===== config.mk =====
export PLATFORM = sky130hd
export DESIGN_NAME = sliding_window_mean_deviation
export DESIGN_NICKNAME = d
export VERILOG_FILES = /design/src/swmd_pkg.sv /design/src/swmd_cell.sv /design/src/swmd_div.sv /design/src/sliding_window_mean_deviation.sv
export VERILOG_INCLUDE_DIRS = /design/src /design/src/src
export SDC_FILE = /design/constraint.sdc
export NUM_CORES = 2
export LEC_CHECK = 0
export ABC_AREA = 1
export BUFFER_PORTS_ARGS = -buffer_cell sky130_fd_sc_hd__buf_2
export CORE_ASPECT_RATIO = 1.4
export CORE_MARGIN = 2
export CORE_UTILIZATION = 50
export DETAILED_ROUTE_END_ITERATION = 10
export MAX_ROUTING_LAYER = met4
export PLACE_DENSITY = 0.66
export SYNTH_ARGS = -nofsm -noshare
export SYNTH_HDL_FRONTEND = slang
export SYNTH_SLANG_ARGS = --single-unit

===== constraint.sdc =====
create_clock -name aclk -period 12.2 [get_ports aclk]
set_input_delay 0.61 -clock aclk [delete_from_list [all_inputs] [get_ports aclk]]
set_output_delay 0.61 -clock aclk [all_outputs]
set_load 0.05 [all_outputs]

===== src/assert_macros.svh =====
// Assertion helpers shared by the RTL.
`ifndef ASSERT_MACROS_SVH
`define ASSERT_MACROS_SVH

// Check prop at every rising edge once reset is released.
`define ASSERT_CLK(lbl, clk, rstn, prop) \
    lbl: assert property (@(posedge clk) disable iff (!rstn) prop) \
        else $error("assertion failed");

// Check prop at every rising edge, reset included.
`define ASSERT_ALWAYS(lbl, clk, prop) \
    lbl: assert property (@(posedge clk) prop) else $error("assertion failed");

`endif


===== src/swmd_pkg.sv =====
`timescale 1ns / 1ps
`default_nettype none
package swmd_pkg;
    localparam int WINDOW_MAX  = 32;
    localparam int SAMPLE_BITS = 16;
    localparam int LEN_W       = 6;                       // config field width
    localparam int DEV_BITS    = 21;
    localparam int LEN_RESET   = 8;
    localparam int IDX_W       = $clog2(WINDOW_MAX);
    localparam int CNT_W       = $clog2(WINDOW_MAX + 1);  // holds 0..WINDOW_MAX
    localparam int SUM_W       = SAMPLE_BITS + IDX_W + 1; // signed window sum
    localparam int MAG_W       = SUM_W - 1;               // magnitude of the sum
    localparam int DIFF_W      = SAMPLE_BITS + 1;         // entry minus mean
    localparam int DACC_W      = DIFF_W + IDX_W + 1;      // deviation accumulator

    typedef logic signed [SAMPLE_BITS-1:0] sample_t;
endpackage
`default_nettype wire


===== src/swmd_cell.sv =====
`timescale 1ns / 1ps
`default_nettype none
module swmd_cell
    import swmd_pkg::*;
(
    input  wire logic    aclk,
    input  wire logic    aresetn,
    input  wire logic    shift_en,
    input  wire logic    active,
    input  wire sample_t d_in,
    output sample_t      q
);
    sample_t value_reg;

    // take the neighbor's word only while inside the window
    always_ff @(posedge aclk) begin
        if (!aresetn) begin
            value_reg <= '0;
        end else if (shift_en && active) begin
            value_reg <= d_in;
        end
    end

    assign q = value_reg;
endmodule
`default_nettype wire


===== src/swmd_div.sv =====
`timescale 1ns / 1ps
`default_nettype none
module swmd_div
    import swmd_pkg::*;
(
    input  wire logic             aclk,
    input  wire logic             aresetn,
    input  wire logic             start,
    input  wire logic [MAG_W-1:0] dividend,
    input  wire logic [CNT_W-1:0] divisor,
    output logic                  done,
    output logic [MAG_W-1:0]      quotient
);
    localparam int STEP_W = $clog2(MAG_W);

    logic [CNT_W-1:0]  rem_reg;
    logic [MAG_W-1:0]  quo_reg;
    logic [STEP_W-1:0] step_reg;
    logic              busy_reg;
    logic              done_reg;
    logic [CNT_W:0]    trial;
    logic              fits;

    // restoring division, one quotient bit per cycle
    assign trial = {rem_reg, quo_reg[MAG_W-1]};
    assign fits  = trial >= {1'b0, divisor};

    always_ff @(posedge aclk) begin
        if (!aresetn) begin
            busy_reg <= 1'b0;
            done_reg <= 1'b0;
        end else begin
            done_reg <= 1'b0;
            if (start) begin
                busy_reg <= 1'b1;
                rem_reg  <= '0;
                quo_reg  <= dividend;
                step_reg <= STEP_W'(MAG_W - 1);
            end else if (busy_reg) begin
                rem_reg  <= fits ? CNT_W'(trial - {1'b0, divisor}) : trial[CNT_W-1:0];
                quo_reg  <= {quo_reg[MAG_W-2:0], fits};
                step_reg <= step_reg - 1'b1;
                if (step_reg == '0) begin
                    busy_reg <= 1'b0;
                    done_reg <= 1'b1;
                end
            end
        end
    end

    assign done     = done_reg;
    assign quotient = quo_reg;
endmodule
`default_nettype wire


===== src/sliding_window_mean_deviation.sv =====
// From an accepted word to the result word, the block walks twice around the cell ring
// (sum, then deviation) over the L cells of the window, L being the window length, and
// runs a 21-step serial divider between the two walks.
// Words are taken one at a time; the next word is taken once the result
// sits in the output register. Reset (aresetn low, synchronous) clears the window
// cells, fill count and ready flag, and sets the window length to 8.
`timescale 1ns / 1ps
`default_nettype none
`include "assert_macros.svh"
module sliding_window_mean_deviation
    import swmd_pkg::*;
(
    input  wire logic                aclk,
    input  wire logic                aresetn,
    input  wire logic                cfg_wr_en,
    input  wire logic [LEN_W-1:0]    cfg_wr_data,
    input  wire logic                s_valid,
    output logic                     s_ready,
    input  wire sample_t             s_sample,
    output logic                     m_valid,
    input  wire logic                m_ready,
    output sample_t                  m_window_mean,
    output logic [DEV_BITS-1:0]      m_deviation_sum,
    output logic                     m_window_complete,
    output logic                     m_window_ready
);
    typedef enum logic [2:0] {
        ST_IDLE, ST_SUM, ST_DIVGO, ST_DIV, ST_DEV, ST_OUT
    } state_t;

    state_t                state_reg;
    logic [CNT_W-1:0]      len_reg;
    logic [CNT_W-1:0]      fill_reg;
    logic                  ready_flag_reg;
    logic                  complete_reg;
    logic [CNT_W-1:0]      pass_reg;
    logic signed [SUM_W-1:0] sum_reg;
    sample_t               mean_reg;
    logic [DACC_W-1:0]     dev_reg;
    logic                  m_valid_reg;
    sample_t               m_mean_reg;
    logic [DEV_BITS-1:0]   m_dev_reg;
    logic                  m_complete_reg;
    logic                  m_ready_flag_reg;

    logic                  accept;
    logic                  shift_en;
    sample_t               head;
    sample_t               tail;
    sample_t               cell_q [WINDOW_MAX];
    logic [WINDOW_MAX-1:0] cell_active;
    logic [CNT_W-1:0]      len_next;
    logic [CNT_W-1:0]      fill_next;
    logic [CNT_W-1:0]      len_m1;
    logic                  div_start;
    logic                  div_done;
    logic [MAG_W-1:0]      div_quo;
    logic [MAG_W-1:0]      sum_mag;
    logic signed [SUM_W-1:0] mean_full;
    logic signed [DIFF_W-1:0] diff;
    logic [DIFF_W-1:0]     diff_abs;
    logic                  out_free;

    assign accept    = s_valid && s_ready;
    // hold off the input word while a length write lands
    assign s_ready   = state_reg == ST_IDLE && !cfg_wr_en;
    assign out_free  = !m_valid_reg || m_ready;
    assign shift_en  = accept || state_reg == ST_SUM || state_reg == ST_DEV;
    assign head      = accept ? s_sample : tail;
    assign len_m1    = len_reg - 1'b1;
    assign fill_next = fill_reg + 1'b1;
    assign div_start = state_reg == ST_DIVGO;

    // clamp the written length to 1..WINDOW_MAX
    always_comb begin
        if (cfg_wr_data == '0) begin
            len_next = CNT_W'(1);
        end else if (32'(cfg_wr_data) > 32'(WINDOW_MAX)) begin
            len_next = CNT_W'(WINDOW_MAX);
        end else begin
            len_next = CNT_W'(cfg_wr_data);
        end
    end

    // pick the oldest word in the window; it wraps back to cell 0 while walking
    always_comb begin
        tail = '0;
        for (int i = 0; i < WINDOW_MAX; i++) begin
            if (IDX_W'(i) == len_m1[IDX_W-1:0]) begin
                tail = cell_q[i];
            end
        end
    end

    genvar g;
    generate
        for (g = 0; g < WINDOW_MAX; g++) begin : g_cell
            assign cell_active[g] = CNT_W'(g) < len_reg;
            if (g == 0) begin : g_head
                swmd_cell u_cell (
                    .aclk     (aclk),
                    .aresetn  (aresetn),
                    .shift_en (shift_en),
                    .active   (cell_active[g]),
                    .d_in     (head),
                    .q        (cell_q[g])
                );
            end else begin : g_body
                swmd_cell u_cell (
                    .aclk     (aclk),
                    .aresetn  (aresetn),
                    .shift_en (shift_en),
                    .active   (cell_active[g]),
                    .d_in     (cell_q[g-1]),
                    .q        (cell_q[g])
                );
            end
        end
    endgenerate

    assign sum_mag = sum_reg[SUM_W-1] ? MAG_W'(-sum_reg) : MAG_W'(sum_reg);

    swmd_div u_div (
        .aclk     (aclk),
        .aresetn  (aresetn),
        .start    (div_start),
        .dividend (sum_mag),
        .divisor  (len_reg),
        .done     (div_done),
        .quotient (div_quo)
    );

    // apply the sum's sign to the magnitude quotient: truncation toward zero
    assign mean_full = sum_reg[SUM_W-1] ? -$signed({1'b0, div_quo}) : $signed({1'b0, div_quo});
    assign diff      = DIFF_W'(tail) - DIFF_W'(mean_reg);
    assign diff_abs  = diff[DIFF_W-1] ? DIFF_W'(-diff) : DIFF_W'(diff);

    always_ff @(posedge aclk) begin
        if (!aresetn) begin
            state_reg      <= ST_IDLE;
            len_reg        <= CNT_W'(LEN_RESET);
            fill_reg       <= '0;
            ready_flag_reg <= 1'b0;
            m_valid_reg    <= 1'b0;
        end else begin
            if (m_valid_reg && m_ready && state_reg != ST_OUT) begin
                m_valid_reg <= 1'b0;
            end
            unique case (state_reg)
                ST_IDLE: begin
                    if (cfg_wr_en) begin
                        if (len_next != len_reg) begin
                            ready_flag_reg <= 1'b0;
                        end
                        len_reg <= len_next;
                        if (fill_reg >= len_next) begin
                            fill_reg <= '0;
                        end
                    end else if (accept) begin
                        if (fill_next == len_reg) begin
                            fill_reg       <= '0;
                            complete_reg   <= 1'b1;
                            ready_flag_reg <= 1'b1;
                        end else begin
                            fill_reg     <= fill_next;
                            complete_reg <= 1'b0;
                        end
                        sum_reg   <= '0;
                        pass_reg  <= len_m1;
                        state_reg <= ST_SUM;
                    end
                end
                ST_SUM: begin
                    sum_reg  <= sum_reg + SUM_W'(tail);
                    pass_reg <= pass_reg - 1'b1;
                    if (pass_reg == '0) begin
                        state_reg <= ST_DIVGO;
                    end
                end
                ST_DIVGO: begin
                    state_reg <= ST_DIV;
                end
                ST_DIV: begin
                    if (div_done) begin
                        mean_reg  <= mean_full[SAMPLE_BITS-1:0];
                        dev_reg   <= '0;
                        pass_reg  <= len_m1;
                        state_reg <= ST_DEV;
                    end
                end
                ST_DEV: begin
                    dev_reg  <= dev_reg + DACC_W'(diff_abs);
                    pass_reg <= pass_reg - 1'b1;
                    if (pass_reg == '0) begin
                        state_reg <= ST_OUT;
                    end
                end
                ST_OUT: begin
                    // hold until the output register is free
                    if (out_free) begin
                        m_valid_reg      <= 1'b1;
                        m_mean_reg       <= mean_reg;
                        m_dev_reg        <= (dev_reg > DACC_W'({DEV_BITS{1'b1}})) ?
                                            {DEV_BITS{1'b1}} : dev_reg[DEV_BITS-1:0];
                        m_complete_reg   <= complete_reg;
                        m_ready_flag_reg <= ready_flag_reg;
                        state_reg        <= ST_IDLE;
                    end
                end
                default: begin
                    state_reg <= ST_IDLE;
                end
            endcase
        end
    end

    assign m_valid           = m_valid_reg;
    assign m_window_mean     = m_mean_reg;
    assign m_deviation_sum   = m_dev_reg;
    assign m_window_complete = m_complete_reg;
    assign m_window_ready    = m_ready_flag_reg;

    `ASSERT_CLK(a_fill_below_len, aclk, aresetn, fill_reg < len_reg)
    `ASSERT_CLK(a_len_in_range, aclk, aresetn,
        len_reg >= CNT_W'(1) && len_reg <= CNT_W'(WINDOW_MAX))
    `ASSERT_CLK(a_one_at_a_time, aclk, aresetn, accept |=> !s_ready)
    `ASSERT_CLK(a_complete_sets_ready, aclk, aresetn,
        (m_valid && m_window_complete) |-> m_window_ready)
endmodule
`default_nettype wire

==> results.yml <==
timing:
  period_needed_ns: 10.65
  report.final.slew_viol_count: 0
  fin_crit_sh_pct: 87.3
  relSlewSlack_pct: 15.4
  skew_ns: 0.0182
  rsz0062_at_grt: "false"
  tightest_slew_ns: 1.27
  fin_hold_ws_ns: 0.344
  final-setup-viol-count: 0
  max_freq_mhz: 93.9
  fin_setup_tns_ns: 0
  hold_viol: 0
cts:
  insertion_delay_ns: 0.62
  cts_sinks: 670
  cts-buffers-inserted: 69
  cts_buffer_depth: 3
  cts-root-buf: "clkbuf_16"
  h-tree-depth: 3
  cts_tree: "yes"
  clkTransAtPathRegs_ns: 0.06
  post_cts_buffers: 0
floorplan:
  ios: 68
  initial_core_util_pct: 50.5
  die_w_um: 223
  dieArea_um2: 69500
  die_h_um: 311
  num_rows: 112
  fp.coreArea_um2: 66700
min_path:
  min_path_cells: 4
  holdCritStartpoint: "m_ready"
  min_to: "m_valid"
  hold_path.class: "primary input to flip-flop"
synthesis:
  synth_xor_area_share_pct: 2.28
  ys_ff_latch: 670
  synth.avg_cell_area_um2: 7.04
  yosys.area_share.simple_pct: 24.4
  synthArstFlopShare_pct: 0
  synthMuxAreaShare_pct: 0.0297
  synth-adder-area-share_pct: 3.25
  synth-compound-area-share_pct: 18.0
  synth_enable_flop_cells: 139
  postSynthCellCount: 4787
  synth_nets: 4899
  synth_top_flop_cell: "dfxtp_1"
  ys_types: 54
  ys_warn_count: 0
  ys_seq_area_share_pct: 44.0
  syn_area_um2: 33700
  synth_top_family_by_area: "simple AND/OR/NAND/NOR gates"
global_routing:
  grt_max_degree: 183
  grt-ovfl-total: 0
  grt_pass1_vias: 28400
  antenna_found_initial: 0
  grt_usage_pct: 26.2
  grt_pass1_wl_um: 146000
route:
  via_per_inst: 5.29
  drcViolationCount: 0
  drt_iter0_markers: 2222
  vias: 29900
  routed_wl_um: 89400
  firstDrtPassIters: 5
  postRouteAntennaNets: 0
  wl_per_cell_um: 15.8
layout:
  area_delta_synth_final_pct: 9.46
  drive_gt1_share_pct: 6.62
  layout.cells.non_filler: 5644
  post-route-util_pct: 55.3
  multi_input_area_um2: 16200
  fill_cells: 6441
  n_antenna_cell: 0
  regArea_um2: 14800
  largest_reg_flops: 496
  layout.nets: 4856
setup_path:
  rr_worst_depth: 77
  path_max_fanout: 23
  rrSetupSlack_ns: 1.55
  end_kind: "flip-flop"
  slowest_stage: "dfxtp_1"
  timing.rr.end: "dev_reg[21]"
  critical_path_class: "flip-flop to flip-flop"
  cp.arrival_ns: 11.01
  startpoint_type: "flip-flop"
  cpMostUsedCell: "nand2_1"
  crit_path_max_incr_delay_ns: 0.64
  regToRegStartpoint: "len_reg[1]"
  cp.required_ns: 12.55
outcome:
  status: "finished clean"
placed_design:
  place_inst: 5528
  dp_hpwl_um: 62300
  gp_congestion: 0.893
  io_buffers: 67
flow_run:
  max_cap_viol_count: 0
[logic make-up (layout without fill, tap and decap cells)]
group	after synthesis	in the layout
adder cells (fa/ha/maj)	85	85
XOR/XNOR	84	84
multiplexers	1	1
AND/OR/NAND/NOR	2066	2066
flip-flops	670	670
AO/OA/AOI/OAI	1177	1177
buffers and inverters	704	706
[layer usage]
metal	vias to the layer above	GRT usage (%)	share of wire, %
met5	-	-	0
met4	0	8.59	2.4
met3	148	2.55	4.2
met2	637	44.7	49
met1	13800	32.6	44
li1	15300	-	-
[synth_stat cells, types with 2 or more instances]
| library cell | n | share of area (%) |
|---|---|---|
| a211oi_1 | 2 | 0.045 |
| a21boi_0 | 2 | 0.045 |
| a21oi_1 | 444 | 6.6 |
| a31oi_1 | 19 | 0.35 |
| buf_1 | 2 | 0.022 |
| buf_2 | 22 | 0.33 |
| buf_4 | 4 | 0.089 |
| buf_6 | 7 | 0.23 |
| clkbuf_1 | 202 | 2.3 |
| clkinv_1 | 10 | 0.11 |
| dfxtp_1 | 531 | 32 |
| edfxtp_1 | 139 | 12 |
| fa_1 | 4 | 0.24 |
| ha_1 | 81 | 3.0 |
| inv_1 | 447 | 5.0 |
| inv_2 | 10 | 0.11 |
| nand2_1 | 936 | 10 |
| nand2_2 | 7 | 0.13 |
| nand2_4 | 2 | 0.067 |
| nand3_1 | 88 | 1.3 |
| nand3_2 | 2 | 0.059 |
| nand3b_1 | 6 | 0.13 |
| nand4_1 | 14 | 0.26 |
| nor2_1 | 907 | 10 |
| nor2_2 | 6 | 0.11 |
| nor2_4 | 4 | 0.13 |
| nor3_1 | 31 | 0.46 |
| nor3b_1 | 2 | 0.045 |
| nor4_1 | 9 | 0.17 |
| o2111ai_1 | 3 | 0.078 |
| o211ai_1 | 3 | 0.067 |
| o21a_1 | 19 | 0.42 |
| o21ai_0 | 658 | 9.8 |
| o21ai_1 | 6 | 0.089 |
| o21bai_1 | 7 | 0.16 |
| o31ai_1 | 5 | 0.11 |
| or2_0 | 4 | 0.074 |
| or2_2 | 47 | 0.87 |
| xnor2_1 | 25 | 0.65 |
| xor2_1 | 56 | 1.5 |
[final cells by class]
type | instances | area share (%)
sequential | 670 | 40.2
clock inverter | 14 | 0.543
clock buffer | 102 | 5.55
multi-input combinational | 3413 | 44.0
tap | 855 | 2.90
timing repair buffer | 123 | 2.08
inverter | 467 | 4.76
[repair_timing]
action / in CTS / in global routing
hold buffers: 0 / 0
gates resized for setup: 0 / 1
setup endpoints to repair: 0 / 1
[layout by cell type (no fill, tap or decap), types with 5 or more instances in the layout]
| cell | count |
|---|---|
| nand2_1 | 936 |
| nor2_1 | 901 |
| o21ai_0 | 657 |
| dfxtp_1 | 531 |
| inv_1 | 447 |
| a21oi_1 | 440 |
| edfxtp_1 | 139 |
| nand3_1 | 88 |
| ha_1 | 81 |
| clkbuf_16 | 73 |
| buf_2 | 66 |
| xor2_1 | 56 |
| buf_4 | 56 |
| or2_2 | 47 |
| nor3_1 | 30 |
| xnor2_1 | 25 |
| o21a_1 | 19 |
| clkbuf_1 | 18 |
| a31oi_1 | 17 |
| nand4_1 | 14 |
| nor2_2 | 12 |
| clkinv_1 | 12 |
| clkbuf_8 | 11 |
| inv_2 | 10 |
| nor4_1 | 9 |
| nand2_2 | 7 |
| o21bai_1 | 7 |
| o21ai_1 | 6 |
| nand3b_1 | 6 |
| bufinv_16 | 5 |
[worst max-delay path by stage]
| stage | depth (start not counted) | end | from |
|---|---|---|---|
| finish | 77 | dev_reg[21] | len_reg[1] |
| global placement | 80 | dev_reg[21] | len_reg[1] |
| global route | 76 | dev_reg[21] | len_reg[1] |
| floorplan | 86 | dev_reg[21] | len_reg[1] |
| CTS | 83 | dev_reg[21] | len_reg[1] |
| detailed placement | 80 | dev_reg[21] | len_reg[1] |
[critical path: cells and delay by family (launching register included)]
kind            cells  cell delay (ns)
simple gates       47             4.12
xor+xnor            1             0.24
flops               1             0.64
fa+ha+maj           4             1.24
compound gates     16             2.56
buf+inv             9             1.58
[per-stage QoR]
| stage | cell area, µm² | setup slack (ns) |
|---|---|---|
| after floorplan | 33700 | 3.64 |
| after global placement | 34600 | 1.78 |
| after detailed placement | 34600 | 1.53 |
| after CTS | 36900 | 1.50 |
| after global routing | 36900 | 0.174 |
| final | 36900 | 1.55 |
Power is left out: the tool's default activity adds up to more than one toggle a clock period on the data nets, which glitch-free logic cannot reach.
